--- config.mk ---
export PLATFORM = sky130hd
export DESIGN_NAME = ellipse_rasterizer_flat
export DESIGN_NICKNAME = d
export VERILOG_FILES = /design/src/sv/ellr_pkg.sv /design/src/sv/ellr_in_if.sv /design/src/sv/ellr_out_if.sv /design/src/sv/ellr_cfg.sv /design/src/sv/ellr_queue.sv /design/src/sv/ellr_engine.sv /design/src/sv/ellipse_rasterizer.sv /design/src/flat_wrapper.sv
export SDC_FILE = /design/constraint.sdc
export NUM_CORES = 1
export LEC_CHECK = 0
export BUFFER_PORTS_ARGS = -buffer_cell sky130_fd_sc_hd__buf_2
export CELL_PAD_IN_SITES_DETAIL_PLACEMENT = 2
export CELL_PAD_IN_SITES_GLOBAL_PLACEMENT = 2
export CORE_MARGIN = 2
export CORE_UTILIZATION = 40
export DETAILED_ROUTE_END_ITERATION = 7
export PLACE_DENSITY_LB_ADDON = 0.1
export SYNTH_ARGS = -nofsm -noshare
export SYNTH_HDL_FRONTEND = slang
export SYNTH_SLANG_ARGS = --single-unit
--- constraint.sdc ---
create_clock -name i_clk -period 44.3 [get_ports i_clk]
set_input_delay 6.645 -clock i_clk [delete_from_list [all_inputs] [get_ports i_clk]]
set_output_delay 6.645 -clock i_clk [all_outputs]
set_load 0.02 [all_outputs]
--- src/sv/ellr_pkg.sv ---
// Shared types and constants of the midpoint ellipse rasterizer.
// Used by the channel interfaces, the center queue, the stepping engine and the top level.
package ellr_pkg;

    localparam int MAX_SEMI_AXIS = 31;
    localparam int MAX_RESULTS   = 2 * MAX_SEMI_AXIS + 1;
    localparam int AXIS_W        = 5;
    localparam int CENTER_W      = 11;
    localparam int COORD_W       = 12;
    localparam int OFS_W         = 6;
    localparam int CNT_W         = $clog2(MAX_RESULTS + 1);
    localparam int SQ_W          = 2 * AXIS_W;
    localparam int TERM_W        = 20;
    localparam int DEC_W         = 26;
    localparam int MOP_A_W       = 14;
    localparam int MOP_B_W       = 10;
    localparam int PROD_W        = MOP_A_W + MOP_B_W;
    localparam int K_W           = 15;

    localparam logic [AXIS_W-1:0] RESET_SEMI_AXIS_X = AXIS_W'(10);
    localparam logic [AXIS_W-1:0] RESET_SEMI_AXIS_Y = AXIS_W'(15);

    localparam logic REG_SEMI_AXIS_X = 1'b0;
    localparam logic REG_SEMI_AXIS_Y = 1'b1;

    typedef struct packed {
        logic [AXIS_W-1:0] a;
        logic [AXIS_W-1:0] b;
    } t_axes;

    typedef struct packed {
        logic signed [CENTER_W-1:0] x;
        logic signed [CENTER_W-1:0] y;
    } t_center;

    typedef struct packed {
        logic signed [COORD_W-1:0] x_right;
        logic signed [COORD_W-1:0] x_left;
        logic signed [COORD_W-1:0] y_upper;
        logic signed [COORD_W-1:0] y_lower;
        logic                      last_step;
    } t_result;

    typedef enum logic [3:0] {
        ST_IDLE,
        ST_AA,
        ST_BB,
        ST_AAB,
        ST_AABB,
        ST_R1,
        ST_TX,
        ST_MBB,
        ST_TY,
        ST_MAA,
        ST_R2
    } t_state;

endpackage

--- src/sv/ellr_in_if.sv ---
// Valid/ready channel that carries one ellipse center per transfer.
// Depends on ellr_pkg for the field widths.
interface ellr_in_if;
    logic                                valid;
    logic                                ready;
    logic signed [ellr_pkg::CENTER_W-1:0] center_x;
    logic signed [ellr_pkg::CENTER_W-1:0] center_y;

    modport source(output valid, output center_x, output center_y, input ready);
    modport sink(input valid, input center_x, input center_y, output ready);
endinterface

--- src/sv/ellr_out_if.sv ---
// Valid/ready channel that carries the four symmetric coordinates of one step.
// Depends on ellr_pkg for the field widths.
interface ellr_out_if;
    logic                               valid;
    logic                               ready;
    logic signed [ellr_pkg::COORD_W-1:0] x_right;
    logic signed [ellr_pkg::COORD_W-1:0] x_left;
    logic signed [ellr_pkg::COORD_W-1:0] y_upper;
    logic signed [ellr_pkg::COORD_W-1:0] y_lower;
    logic                               last_step;

    modport source(output valid, output x_right, output x_left, output y_upper,
                   output y_lower, output last_step, input ready);
    modport sink(input valid, input x_right, input x_left, input y_upper,
                 input y_lower, input last_step, output ready);
endinterface

--- src/sv/ellr_cfg.sv ---
// APB-style register file holding the two semi-axes.
// Depends on ellr_pkg.
module ellr_cfg (
    input  logic                  i_clk,
    input  logic                  i_rst_n,
    input  logic                  psel,
    input  logic                  penable,
    input  logic                  pwrite,
    input  logic [2:0]            paddr,
    input  logic [31:0]           pwdata,
    output logic [31:0]           prdata,
    output logic                  pready,
    output ellr_pkg::t_axes       o_axes
);

    ellr_pkg::t_axes r_axes;
    logic            wr_en;

    assign pready = 1'b1;
    assign wr_en  = psel && penable && pwrite;

    always_ff @(posedge i_clk) begin
        if (!i_rst_n) begin
            r_axes.a <= ellr_pkg::RESET_SEMI_AXIS_X;
            r_axes.b <= ellr_pkg::RESET_SEMI_AXIS_Y;
        end else if (wr_en) begin
            if (paddr[2] == ellr_pkg::REG_SEMI_AXIS_X) begin
                r_axes.a <= pwdata[ellr_pkg::AXIS_W-1:0];
            end else begin
                r_axes.b <= pwdata[ellr_pkg::AXIS_W-1:0];
            end
        end
    end

    always_comb begin
        if (paddr[2] == ellr_pkg::REG_SEMI_AXIS_X) begin
            prdata = 32'(r_axes.a);
        end else begin
            prdata = 32'(r_axes.b);
        end
    end

    assign o_axes = r_axes;

endmodule

--- src/sv/ellr_queue.sv ---
// Two-entry queue of ellipse centers between the input channel and the engine.
// Depends on ellr_pkg and ellr_in_if.
module ellr_queue (
    input  logic       i_clk,
    input  logic       i_rst_n,
    ellr_in_if.sink    i_in,
    ellr_in_if.source  o_out
);

    ellr_pkg::t_center r_mem [2];
    logic              r_wptr;
    logic              r_rptr;
    logic [1:0]        r_count;
    logic              push;
    logic              pop;

    assign i_in.ready  = (r_count != 2'd2);
    assign o_out.valid = (r_count != 2'd0);
    assign push        = i_in.valid && i_in.ready;
    assign pop         = o_out.valid && o_out.ready;

    always_ff @(posedge i_clk) begin
        if (!i_rst_n) begin
            r_wptr  <= 1'b0;
            r_rptr  <= 1'b0;
            r_count <= 2'd0;
        end else begin
            if (push) begin
                r_wptr <= !r_wptr;
            end
            if (pop) begin
                r_rptr <= !r_rptr;
            end
            if (push && !pop) begin
                r_count <= r_count + 2'd1;
            end else if (pop && !push) begin
                r_count <= r_count - 2'd1;
            end
        end
    end

    always_ff @(posedge i_clk) begin
        if (push) begin
            r_mem[r_wptr].x <= i_in.center_x;
            r_mem[r_wptr].y <= i_in.center_y;
        end
    end

    assign o_out.center_x = r_mem[r_rptr].x;
    assign o_out.center_y = r_mem[r_rptr].y;

endmodule

--- src/sv/ellr_engine.sv ---
// Stepping engine: setup through one shared multiplier, then both regions of the trace.
// Depends on ellr_pkg, ellr_in_if and ellr_out_if.
module ellr_engine (
    input  logic             i_clk,
    input  logic             i_rst_n,
    input  ellr_pkg::t_axes  i_axes,
    ellr_in_if.sink          i_in,
    ellr_out_if.source       o_out
);

    localparam int DW = ellr_pkg::DEC_W;
    localparam int TW = ellr_pkg::TERM_W;
    localparam int OW = ellr_pkg::OFS_W;
    localparam int SW = ellr_pkg::SQ_W;
    localparam int KW = ellr_pkg::K_W;
    localparam int CW = ellr_pkg::CNT_W;

    ellr_pkg::t_state  r_state, n_state;
    ellr_pkg::t_center r_ctr, n_ctr;
    ellr_pkg::t_result r_out, n_out;
    logic              r_out_valid, n_out_valid;
    logic [OW-1:0]     r_x, n_x;
    logic [OW-1:0]     r_y, n_y;
    logic [CW-1:0]     r_cnt, n_cnt;
    logic [DW-1:0]     r_d, n_d;
    logic [TW-1:0]     r_t1, n_t1;
    logic [TW-1:0]     r_t2, n_t2;
    logic [SW-1:0]     r_aa, n_aa;
    logic [SW-1:0]     r_bb, n_bb;
    logic [KW-1:0]     r_k1, n_k1;
    logic [KW-1:0]     r_k2, n_k2;
    logic [KW-1:0]     r_bb12, n_bb12;
    logic [KW-1:0]     r_aa12, n_aa12;
    logic [DW-1:0]     r_aabb4, n_aabb4;
    logic [ellr_pkg::MOP_A_W-1:0] r_m, n_m;
    logic [ellr_pkg::PROD_W-1:0]  r_acc, n_acc;

    logic [ellr_pkg::MOP_A_W-1:0] mul_a;
    logic [ellr_pkg::MOP_B_W-1:0] mul_b;
    logic [ellr_pkg::PROD_W-1:0]  prod;
    logic                         slot_free;
    logic                         last;
    logic [OW-1:0]                ty;
    logic [ellr_pkg::COORD_W-1:0] cx, cy, ox, oy;

    assign prod      = ellr_pkg::PROD_W'(mul_a) * ellr_pkg::PROD_W'(mul_b);
    assign slot_free = !r_out_valid || o_out.ready;
    assign ty        = (r_y == '0) ? OW'(1) : r_y - OW'(1);
    assign cx        = {r_ctr.x[ellr_pkg::CENTER_W-1], r_ctr.x};
    assign cy        = {r_ctr.y[ellr_pkg::CENTER_W-1], r_ctr.y};
    assign ox        = ellr_pkg::COORD_W'(r_x);
    assign oy        = ellr_pkg::COORD_W'(r_y);

    always_comb begin
        n_state     = r_state;
        n_ctr       = r_ctr;
        n_out       = r_out;
        n_out_valid = r_out_valid;
        n_x         = r_x;
        n_y         = r_y;
        n_cnt       = r_cnt;
        n_d         = r_d;
        n_t1        = r_t1;
        n_t2        = r_t2;
        n_aa        = r_aa;
        n_bb        = r_bb;
        n_k1        = r_k1;
        n_k2        = r_k2;
        n_bb12      = r_bb12;
        n_aa12      = r_aa12;
        n_aabb4     = r_aabb4;
        n_m         = r_m;
        n_acc       = r_acc;
        mul_a       = '0;
        mul_b       = '0;
        last        = 1'b0;
        i_in.ready  = 1'b0;

        if (o_out.ready) begin
            n_out_valid = 1'b0;
        end

        case (r_state)
            ellr_pkg::ST_IDLE: begin
                i_in.ready = 1'b1;
                if (i_in.valid) begin
                    n_ctr.x = i_in.center_x;
                    n_ctr.y = i_in.center_y;
                    n_x     = '0;
                    n_y     = OW'(i_axes.b);
                    n_cnt   = '0;
                    n_t1    = '0;
                    n_state = ellr_pkg::ST_AA;
                end
            end
            ellr_pkg::ST_AA: begin
                mul_a   = ellr_pkg::MOP_A_W'(i_axes.a);
                mul_b   = ellr_pkg::MOP_B_W'(i_axes.a);
                n_aa    = prod[SW-1:0];
                n_state = ellr_pkg::ST_BB;
            end
            ellr_pkg::ST_BB: begin
                mul_a   = ellr_pkg::MOP_A_W'(i_axes.b);
                mul_b   = ellr_pkg::MOP_B_W'(i_axes.b);
                n_bb    = prod[SW-1:0];
                n_state = ellr_pkg::ST_AAB;
            end
            ellr_pkg::ST_AAB: begin
                mul_a   = ellr_pkg::MOP_A_W'(r_aa);
                mul_b   = ellr_pkg::MOP_B_W'(i_axes.b);
                n_d     = DW'({r_bb, 2'b00}) + DW'(r_aa) - DW'({prod, 2'b00});
                n_t2    = TW'({prod, 3'b000});
                n_state = ellr_pkg::ST_AABB;
            end
            ellr_pkg::ST_AABB: begin
                mul_a   = ellr_pkg::MOP_A_W'(r_aa);
                mul_b   = ellr_pkg::MOP_B_W'(r_bb);
                n_aabb4 = DW'({prod, 2'b00});
                n_bb12  = KW'({r_bb, 3'b000}) + KW'({r_bb, 2'b00});
                n_aa12  = KW'({r_aa, 3'b000}) + KW'({r_aa, 2'b00});
                n_k1    = KW'({r_bb, 3'b000}) + KW'({r_bb, 2'b00}) + KW'({r_aa, 3'b000});
                n_k2    = KW'({r_bb, 3'b000}) + KW'({r_aa, 3'b000}) + KW'({r_aa, 2'b00});
                n_state = ellr_pkg::ST_R1;
            end
            ellr_pkg::ST_R1: begin
                if (r_t1 < r_t2) begin
                    if (slot_free) begin
                        last              = (r_cnt == CW'(ellr_pkg::MAX_RESULTS - 1));
                        n_out_valid       = 1'b1;
                        n_out.x_right     = cx + ox;
                        n_out.x_left      = cx - ox;
                        n_out.y_upper     = cy + oy;
                        n_out.y_lower     = cy - oy;
                        n_out.last_step   = last;
                        n_cnt             = r_cnt + CW'(1);
                        if (r_d[DW-1]) begin
                            n_d = r_d + DW'(r_t1) + DW'(r_bb12);
                        end else begin
                            n_d  = r_d + DW'(r_t1) + DW'(r_k1) - DW'(r_t2);
                            n_y  = r_y - OW'(1);
                            n_t2 = r_t2 - TW'({r_aa, 3'b000});
                        end
                        n_x  = r_x + OW'(1);
                        n_t1 = r_t1 + TW'({r_bb, 3'b000});
                        if (last) begin
                            n_state = ellr_pkg::ST_IDLE;
                        end
                    end
                end else begin
                    n_state = ellr_pkg::ST_TX;
                end
            end
            ellr_pkg::ST_TX: begin
                mul_a   = ellr_pkg::MOP_A_W'({r_x, 1'b1});
                mul_b   = ellr_pkg::MOP_B_W'({r_x, 1'b1});
                n_m     = prod[ellr_pkg::MOP_A_W-1:0];
                n_state = ellr_pkg::ST_MBB;
            end
            ellr_pkg::ST_MBB: begin
                mul_a   = r_m;
                mul_b   = ellr_pkg::MOP_B_W'(r_bb);
                n_acc   = prod;
                n_state = ellr_pkg::ST_TY;
            end
            ellr_pkg::ST_TY: begin
                mul_a   = ellr_pkg::MOP_A_W'(ty);
                mul_b   = ellr_pkg::MOP_B_W'(ty);
                n_m     = prod[ellr_pkg::MOP_A_W-1:0];
                n_state = ellr_pkg::ST_MAA;
            end
            ellr_pkg::ST_MAA: begin
                mul_a   = r_m;
                mul_b   = ellr_pkg::MOP_B_W'(r_aa);
                n_d     = DW'(r_acc) + DW'({prod, 2'b00}) - r_aabb4;
                n_state = ellr_pkg::ST_R2;
            end
            ellr_pkg::ST_R2: begin
                if (slot_free) begin
                    last            = (r_y == '0) ||
                                      (r_cnt == CW'(ellr_pkg::MAX_RESULTS - 1));
                    n_out_valid     = 1'b1;
                    n_out.x_right   = cx + ox;
                    n_out.x_left    = cx - ox;
                    n_out.y_upper   = cy + oy;
                    n_out.y_lower   = cy - oy;
                    n_out.last_step = last;
                    n_cnt           = r_cnt + CW'(1);
                    if (r_d[DW-1]) begin
                        n_d  = r_d + DW'(r_t1) + DW'(r_k2) - DW'(r_t2);
                        n_x  = r_x + OW'(1);
                        n_t1 = r_t1 + TW'({r_bb, 3'b000});
                    end else begin
                        n_d = r_d + DW'(r_aa12) - DW'(r_t2);
                    end
                    n_y  = r_y - OW'(1);
                    n_t2 = r_t2 - TW'({r_aa, 3'b000});
                    if (last) begin
                        n_state = ellr_pkg::ST_IDLE;
                    end
                end
            end
            default: begin
                n_state = ellr_pkg::ST_IDLE;
            end
        endcase
    end

    always_ff @(posedge i_clk) begin
        if (!i_rst_n) begin
            r_state     <= ellr_pkg::ST_IDLE;
            r_out_valid <= 1'b0;
        end else begin
            r_state     <= n_state;
            r_out_valid <= n_out_valid;
        end
    end

    always_ff @(posedge i_clk) begin
        r_ctr   <= n_ctr;
        r_out   <= n_out;
        r_x     <= n_x;
        r_y     <= n_y;
        r_cnt   <= n_cnt;
        r_d     <= n_d;
        r_t1    <= n_t1;
        r_t2    <= n_t2;
        r_aa    <= n_aa;
        r_bb    <= n_bb;
        r_k1    <= n_k1;
        r_k2    <= n_k2;
        r_bb12  <= n_bb12;
        r_aa12  <= n_aa12;
        r_aabb4 <= n_aabb4;
        r_m     <= n_m;
        r_acc   <= n_acc;
    end

    assign o_out.valid     = r_out_valid;
    assign o_out.x_right   = r_out.x_right;
    assign o_out.x_left    = r_out.x_left;
    assign o_out.y_upper   = r_out.y_upper;
    assign o_out.y_lower   = r_out.y_lower;
    assign o_out.last_step = r_out.last_step;

endmodule

--- src/sv/ellipse_rasterizer.sv ---
// Midpoint ellipse rasterizer: one result per step, four symmetric points each.
// Each result is registered; the stepping sequencer takes a new center only when idle, after
// the last result of the previous ellipse, and it stalls while its output holds an untaken
// result. Its shared multiplier serves the setup steps.
// Reset: semi-axes return to 10 and 15, the center queue empties, the engine goes idle.
// Depends on ellr_pkg, ellr_in_if, ellr_out_if, ellr_cfg, ellr_queue and ellr_engine.
module ellipse_rasterizer (
    input  logic          i_clk,
    input  logic          i_rst_n,
    ellr_in_if.sink       i_item,
    ellr_out_if.source    o_result,
    input  logic          psel,
    input  logic          penable,
    input  logic          pwrite,
    input  logic [2:0]    paddr,
    input  logic [31:0]   pwdata,
    output logic [31:0]   prdata,
    output logic          pready
);

    ellr_pkg::t_axes axes;
    ellr_in_if       q_if();

    ellr_cfg u_cfg (
        .i_clk   (i_clk),
        .i_rst_n (i_rst_n),
        .psel    (psel),
        .penable (penable),
        .pwrite  (pwrite),
        .paddr   (paddr),
        .pwdata  (pwdata),
        .prdata  (prdata),
        .pready  (pready),
        .o_axes  (axes)
    );

    ellr_queue u_queue (
        .i_clk   (i_clk),
        .i_rst_n (i_rst_n),
        .i_in    (i_item),
        .o_out   (q_if.source)
    );

    ellr_engine u_engine (
        .i_clk   (i_clk),
        .i_rst_n (i_rst_n),
        .i_axes  (axes),
        .i_in    (q_if.sink),
        .o_out   (o_result)
    );

endmodule
--- src/flat_wrapper.sv ---
// flat-port wrapper written by rule: the top's interface ports become plain ports
module ellipse_rasterizer_flat 
  (i_clk, i_rst_n, psel, penable, pwrite, paddr, pwdata, prdata, pready, i_item_valid, i_item_center_x, i_item_center_y, i_item_ready, o_result_valid, o_result_x_right, o_result_x_left, o_result_y_upper, o_result_y_lower, o_result_last_step, o_result_ready);
  ellr_in_if i_item_i ();
  ellr_out_if o_result_i ();
  input  logic i_clk;
  input  logic i_rst_n;
  input  logic psel;
  input  logic penable;
  input  logic pwrite;
  input  logic [2:0] paddr;
  input  logic [31:0] pwdata;
  output logic [31:0] prdata;
  output logic pready;
  input wire logic [$bits(i_item_i.valid)-1:0] i_item_valid;
  input wire logic [$bits(i_item_i.center_x)-1:0] i_item_center_x;
  input wire logic [$bits(i_item_i.center_y)-1:0] i_item_center_y;
  output wire logic [$bits(i_item_i.ready)-1:0] i_item_ready;
  output wire logic [$bits(o_result_i.valid)-1:0] o_result_valid;
  output wire logic [$bits(o_result_i.x_right)-1:0] o_result_x_right;
  output wire logic [$bits(o_result_i.x_left)-1:0] o_result_x_left;
  output wire logic [$bits(o_result_i.y_upper)-1:0] o_result_y_upper;
  output wire logic [$bits(o_result_i.y_lower)-1:0] o_result_y_lower;
  output wire logic [$bits(o_result_i.last_step)-1:0] o_result_last_step;
  input wire logic [$bits(o_result_i.ready)-1:0] o_result_ready;
  assign i_item_i.valid = i_item_valid;
  assign i_item_i.center_x = i_item_center_x;
  assign i_item_i.center_y = i_item_center_y;
  assign i_item_ready = i_item_i.ready;
  assign o_result_valid = o_result_i.valid;
  assign o_result_x_right = o_result_i.x_right;
  assign o_result_x_left = o_result_i.x_left;
  assign o_result_y_upper = o_result_i.y_upper;
  assign o_result_y_lower = o_result_i.y_lower;
  assign o_result_last_step = o_result_i.last_step;
  assign o_result_i.ready = o_result_ready;
  ellipse_rasterizer u_core (.i_clk(i_clk), .i_rst_n(i_rst_n), .i_item(i_item_i), .o_result(o_result_i), .psel(psel), .penable(penable), .pwrite(pwrite), .paddr(paddr), .pwdata(pwdata), .prdata(prdata), .pready(pready));
endmodule
==> metrics.md, run 1 <==
| Metric | Value |
|---|---|
| First-pass DRT Iterations | 5 |
| Top Ports | around 150 |
| Die X-Extent | approximately 280 um |
| Nets | 3732 |
| Post-CTS setup repair buffer count | 0 |
| Num Clock Sinks | 338 |
| Quantity of gates resized following cts | 0 |
| Setup Skew | 0.0409 ns |
| Placer congestion estimate | between 0.8 and 0.9 |
| Critical Path Sink Type | primary output |
| Die area | just under 80000 sq um |
| CP Data Required Time | ~38 ns |
| Layout area overhead | 9.74% |
| Worst skew pair latency | roughly 0.60 ns |
| FMAX | a little over 0.07 GHz |
| Drt drc | 0 |
| Post-CTS Hold Buffers | 0 |
| Commonest non-fill, non-tap cells in the layout | inv_1 (374), ha_1 (322), edfxtp_1 (319) |
| Synth Instances | approximately 3100 |
| IO buf count | 90 |
| Fin Setup TNS | 0 ns |
| Worst Path Max Fanout | 7 |
| Layout cells sized above 1 | 0.0826 |
| TritonCTS clock tree | built |
| Minimum clock period | 13.98 ns |
| CP Class | in2out |
| Initial DRC count | between 1000 and 1500 |
| CP Cell Sequence | buf_2 > mux2_2 > buf_2 |
| Post-synth EDFFs | 319 |
| Clock transition at path regs | about 0.060 ns |
| CP arrival | 7.34 ns |
| Synth warn | 0 |
| Vias in the first global route | about 27000 |
| Final hold vios | 0 |
| Antenna violations before repair | 5 |
| Hold crit path type | reg2reg |
| RSZ-0062 raised after global routing | no |
| CP peak stage delay | about 0.36 ns |
| Most common cell after layout, fill and taps aside | inv_1 |
| Clock Path Buffers | 3 |
| Final WL | between 100000 and 150000 um |
| ANT nets after route | 0 |
| Tot GR Track Use | 0.270 |
| Post-synthesis area per instance | approximately 9.9 sq um |
| CP most frequent cell | buf_2 |
| Post-synth cell types | 90 |
| Outcome | finished clean |
| Pins over their slew limit | 0 |
| WL/cell | approximately 25 um |
| Top FF cell, synth | edfxtp_1 |
| Core area | roughly 76000 sq um |
| First-pass GRT wire length | around 160000 um |
| Period utilization | 0.316 |
| Async set or reset register ratio after synthesis | 0 |
| Sequential fraction of the synthesis area | 0.328 |
| Startpoint type of the worst setup path | primary input |
| Worst Tran Pin Value | 1.25 ns |
| Initial Util | 0.402 |
| Largest net degree at the start of global routing | 73 |
| Final setup violating endpoints | 0 |
| Crit path max-delay cell type | mux2_2 |
| Vias | approximately 24000 |
| Worst rel slew slack | 0.164 |
| Synthesized flop and latch total | roughly 340 |
| Number of max-cap violations | 0 |
| # H-tree levels | 2 |
| CTS buffer count | between 40 and 50 |
| Total grt overflow | 0 |
| DIE HEIGHT | ~280 um |
| Rows | slightly above 100 |
| Root Driver | clkbuf_16 |
| Routed vias/inst | around 5.7 |
| Post-Syn Area | around 30000 sq um |
| Final HPWL DP | 83300 um |
[cell families after synthesis]
logic type	synth area share
muxes	0.0146
xor gates and xnor gates	0.0678
AOI/OAI and AO/OA	0.153
DFF	0.328
adders and majority gates	0.252
buffers and inverters	0.0622
and+or+nand+nor	0.122
other	0.000247
[per-layer routing]
| layer | vias up | global-route usage | share of wire |
|---|---|---|---|
| met3 | 144 | 0.0281 | 0.033 |
| met4 | 2 | 0.0809 | 0.031 |
| li1 | 10900 | - | - |
| met1 | 12300 | 0.337 | 0.43 |
| met2 | 423 | 0.489 | 0.51 |
| met5 | - | 0 | 0.00012 |
[Yosys cell counts (all sizes together), types with 9 or more instances]
library cell / n / share of area
and3: 20 / 0.0041
a21boi: 12 / 0.0030
nand4: 26 / 0.0056
a211o: 9 / 0.0026
o31ai: 16 / 0.0040
o211ai: 21 / 0.0052
xor2: 92 / 0.027
a22oi: 15 / 0.0037
clkbuf: 59 / 0.0073
dfxtp: 19 / 0.013
a21o: 63 / 0.016
or3: 24 / 0.0049
o21a: 34 / 0.0084
mux2i: 14 / 0.0046
nor4: 11 / 0.0030
a31oi: 21 / 0.0050
a21oi: 194 / 0.032
buf: 38 / 0.0087
or2: 16 / 0.0033
nand2: 209 / 0.026
edfxtp: 319 / 0.32
a221o: 11 / 0.0036
xnor2: 143 / 0.041
ha: 322 / 0.13
inv: 374 / 0.046
a211oi: 34 / 0.0086
o21bai: 36 / 0.0089
o221ai: 10 / 0.0029
a221oi: 9 / 0.0026
nor3: 50 / 0.0084
mux2: 27 / 0.010
nor2b: 41 / 0.0084
nor2: 234 / 0.029
and2: 30 / 0.0062
nand2b: 40 / 0.0082
fa: 181 / 0.12
nand3: 39 / 0.0064
o21ai: 131 / 0.022
o22ai: 23 / 0.0047
[flip-flops by register name, indices dropped and copies added (netlist names), 12 cells and up]
| signal | flops |
|---|---|
| u_core.u_engine.o_out.x_right | 12 |
| u_core.u_engine.o_out.y_upper | 12 |
| u_core.u_engine.r_aabb4 | 24 |
| u_core.u_engine.r_acc | 23 |
| u_core.u_engine.r_d | 25 |
| u_core.u_engine.r_k1 | 13 |
| u_core.u_engine.r_k2 | 13 |
| u_core.u_engine.r_m | 14 |
| u_core.u_engine.r_t1 | 17 |
| u_core.u_engine.r_t2 | 17 |
| u_core.u_queue.r_mem | 44 |
[through the flow]
stage / area, sq um / hold slack (ns) / setup WS, ns / instances / util
after floorplan: 30500 / 0.461 / 30.37 / 3093 / -
after detailed placement: 32000 / 0.539 / 30.33 / 4099 / 0.423
after CTS: 33300 / 0.550 / 30.32 / 4175 / 0.441
final: 33300 / 0.545 / 30.32 / 4176 / 0.441
after global routing: 33300 / 0.561 / 30.29 / 4176 / 0.441
after global placement: 32000 / 0.514 / 30.34 / 4099 / 0.423
[final timing paths]
check,cells after the start,startpoint,endpoint,slack (ns)
max reg2reg,36,u_core.u_engine.r_state[3],u_core.u_engine.r_d[24],33.40
min,1,u_core.u_queue.r_mem[1][6],u_core.u_engine.cy[6],0.54
min reg2reg,1,u_core.u_queue.r_mem[1][6],u_core.u_engine.cy[6],0.54
max,3,paddr[2],prdata[2],30.32
[final cells by class]
type / instances / area, sq um
Fill cell: 7971 / 42300
Inverter: 374 / 1400
Sequential cell: 338 / 9960
Clock buffer: 59 / 1130
Clock inverter: 17 / 219
Timing Repair Buffer: 125 / 713
Multi-Input combinational cell: 2284 / 18700
Antenna cell: 1 / 2.50
Tap cell: 978 / 1220
[critical path: cells and delay by family]
family / cells / cell delay (ns)
mux: 1 / 0.36
buf+inv: 2 / 0.32
Power of run 1 is not shown: default switching activity piles up to over one toggle a cycle in this logic, so the estimate is an artifact.
==> inputs of run 2 (changes only) <==
==> constraint.sdc (replaced) <==
create_clock -name i_clk -period 13.4 [get_ports i_clk]
set_input_delay 2.01 -clock i_clk [delete_from_list [all_inputs] [get_ports i_clk]]
set_output_delay 2.01 -clock i_clk [all_outputs]
set_load 0.02 [all_outputs]
==> metrics.md, run 2 (same netlist as run 1, synthesis figures left out) <==
| Metric | Value |
|---|---|
| Outcome | finished clean |
| Hold Path Stages | 1 |
| Nets | approximately 3700 |
| TritonCTS clock tree | built |
| Number of cells after detailed placement | ~4100 |
| CP Data Required Time | 13.74 ns |
| Worst Tran Pin Value | roughly 1.3 ns |
| Hold crit path type | reg2reg |
| Post-CTS Hold Buffers | 0 |
| Worst Path Buf+Inv | 5 |
| CTS buffer count | 41 |
| Minimum clock period | around 11 ns |
| Routed vias/inst | 5.68 |
| Placer congestion estimate | roughly 0.86 |
| Max reg flops | 44 |
| Top layer in use | met5 |
| Final setup violating endpoints | 0 |
| Die area | roughly 78000 sq um |
| # H-tree levels | 2 |
| Worst Path Max Fanout | 22 |
| Layout cells sized above 1 | 0.0829 |
| First-pass DRT Iterations | 5 |
| Number of max-cap violations | 0 |
| Terminus of the critical flop-to-flop path | u_core.u_engine.r_d[25] |
| CP most frequent cell | fa_1 |
| Clock transition at path regs | ~0.06 ns |
| Layout area overhead | 9.89% |
| CP peak stage delay | roughly 0.79 ns |
| Vias | 23700 |
| WL/cell | ~25 um |
| # diodes | 0 |
| Crit path max-delay cell type | nor2_2 |
| Largest registers | u_core.u_queue.r_mem: 44 flops, u_core.u_engine.r_d: 25 flops, u_core.u_engine.r_aabb4: 24 flops |
| Setup Skew | 0.0566 ns |
| WL met2 | 54300 um |
| Clock Path Buffers | 3 |
| M1 WL | roughly 46000 um |
| Rows | 101 |
| Most common cell after layout, fill and taps aside | inv_1 |
| CP delay by family, top | adder cells |
| ANT nets after route | 0 |
| Worst Hold Endpoint | u_core.u_engine.cy[9] |
| First-pass GRT wire length | about 160000 um |
| Final hold vios | 0 |
| Initial Util | 0.402 |
| Final core utilization | 0.441 |
| Antenna violations before repair | 2 |
| Startpoint type of the worst setup path | register |
| Reg2reg path depth | 32 |
| Routed wl met3 | between 2000 and 2500 um |
| Core area | approximately 76000 sq um |
| Commonest non-fill, non-tap cells in the layout | inv_1 (374), ha_1 (322), edfxtp_1 (319) |
| Tot GR Track Use | 0.271 |
| Biggest register | u_core.u_queue.r_mem |
| Vias in the first global route | about 27000 |
| Total grt overflow | 0 |
| Final WL | 105000 um |
| IO buf count | 90 |
| Post-route non-filler standard cell count | around 4200 |
| DIE HEIGHT | between 200 and 300 um |
| Worst skew pair latency | between 0.6 and 0.7 ns |
| Die X-Extent | 279 um |
| RSZ-0062 raised after global routing | no |
| Num Clock Sinks | 338 |
| Worst rel slew slack | 0.137 |
| Final HPWL DP | 83600 um |
| Period utilization | 0.825 |
| Fill count | 7984 |
| Drt drc | 0 |
| CP Class | reg2reg |
| Quantity of gates resized following cts | 0 |
| Reg-to-reg startpoint | u_core.u_engine.r_state[0] |
| Top Ports | about 150 |
| Flop-to-flop setup slack | about 2.3 ns |
| Initial DRC count | 1211 |
| CP arrival | about 11 ns |
| Fin Setup TNS | 0 ns |
| Critical Path Sink Type | register |
| Hold_sp | u_core.u_queue.r_mem[0][9] |
| Post-CTS setup repair buffer count | 0 |
| Largest net degree at the start of global routing | 73 |
| FMAX | 0.0905 GHz |
| Pins over their slew limit | 0 |
| Root Driver | clkbuf_16 |
[run 2: cell types whose count changed in the layout (fill, tap and decap cells not counted), sizes merged]
| cell | delta |
|---|---|
| bufinv | +3 |
| clkbuf | -12 |
| clkinv | +6 |
| diode | -1 |
| inv | +3 |
[run 2: final cells by class]
cell class | count | area [sq um] | area share
Tap cell | 978 | 1220 | 0.0367
Clock buffer | 47 | 1050 | 0.0314
Sequential cell | 338 | 9960 | 0.299
Clock inverter | 29 | 350 | 0.0105
Inverter | 374 | 1400 | 0.0421
Multi-Input combinational cell | 2284 | 18700 | 0.559
Timing Repair Buffer | 125 | 713 | 0.0214
[run 2: worst max path at each step]
stage	end	slack [ns]	cells past startpoint	start
after floorplan	u_core.u_engine.r_d[24]	1.78	37	u_core.u_engine.r_state[2]
after global placement	u_core.u_engine.r_d[24]	2.77	35	u_core.u_engine.r_state[0]
after detailed placement	u_core.u_engine.r_d[24]	2.47	33	u_core.u_engine.r_state[0]
after CTS	u_core.u_engine.r_d[25]	2.42	32	u_core.u_engine.r_state[0]
after global routing	u_core.u_engine.r_d[25]	1.70	32	u_core.u_engine.r_state[0]
final	u_core.u_engine.r_d[25]	2.35	32	u_core.u_engine.r_state[0]
[run 2: through the flow]
stage	hold WS [ns]	setup WS (ns)	cell area, sq um
final	0.546	2.35	33400
after detailed placement	0.533	2.47	32000
after CTS	0.548	2.42	33400
after global routing	0.558	1.70	33400
after global placement	0.505	2.77	32000
after floorplan	0.461	1.78	30500
[run 2: layer usage]
layer  vias to the layer above  GRT usage
li1                      10900          -
met1                     12400      0.342
met2                       330      0.501
met3                       118     0.0226
met4                         2     0.0647
met5                         -          0
Power of run 2 is left out for the same reason.
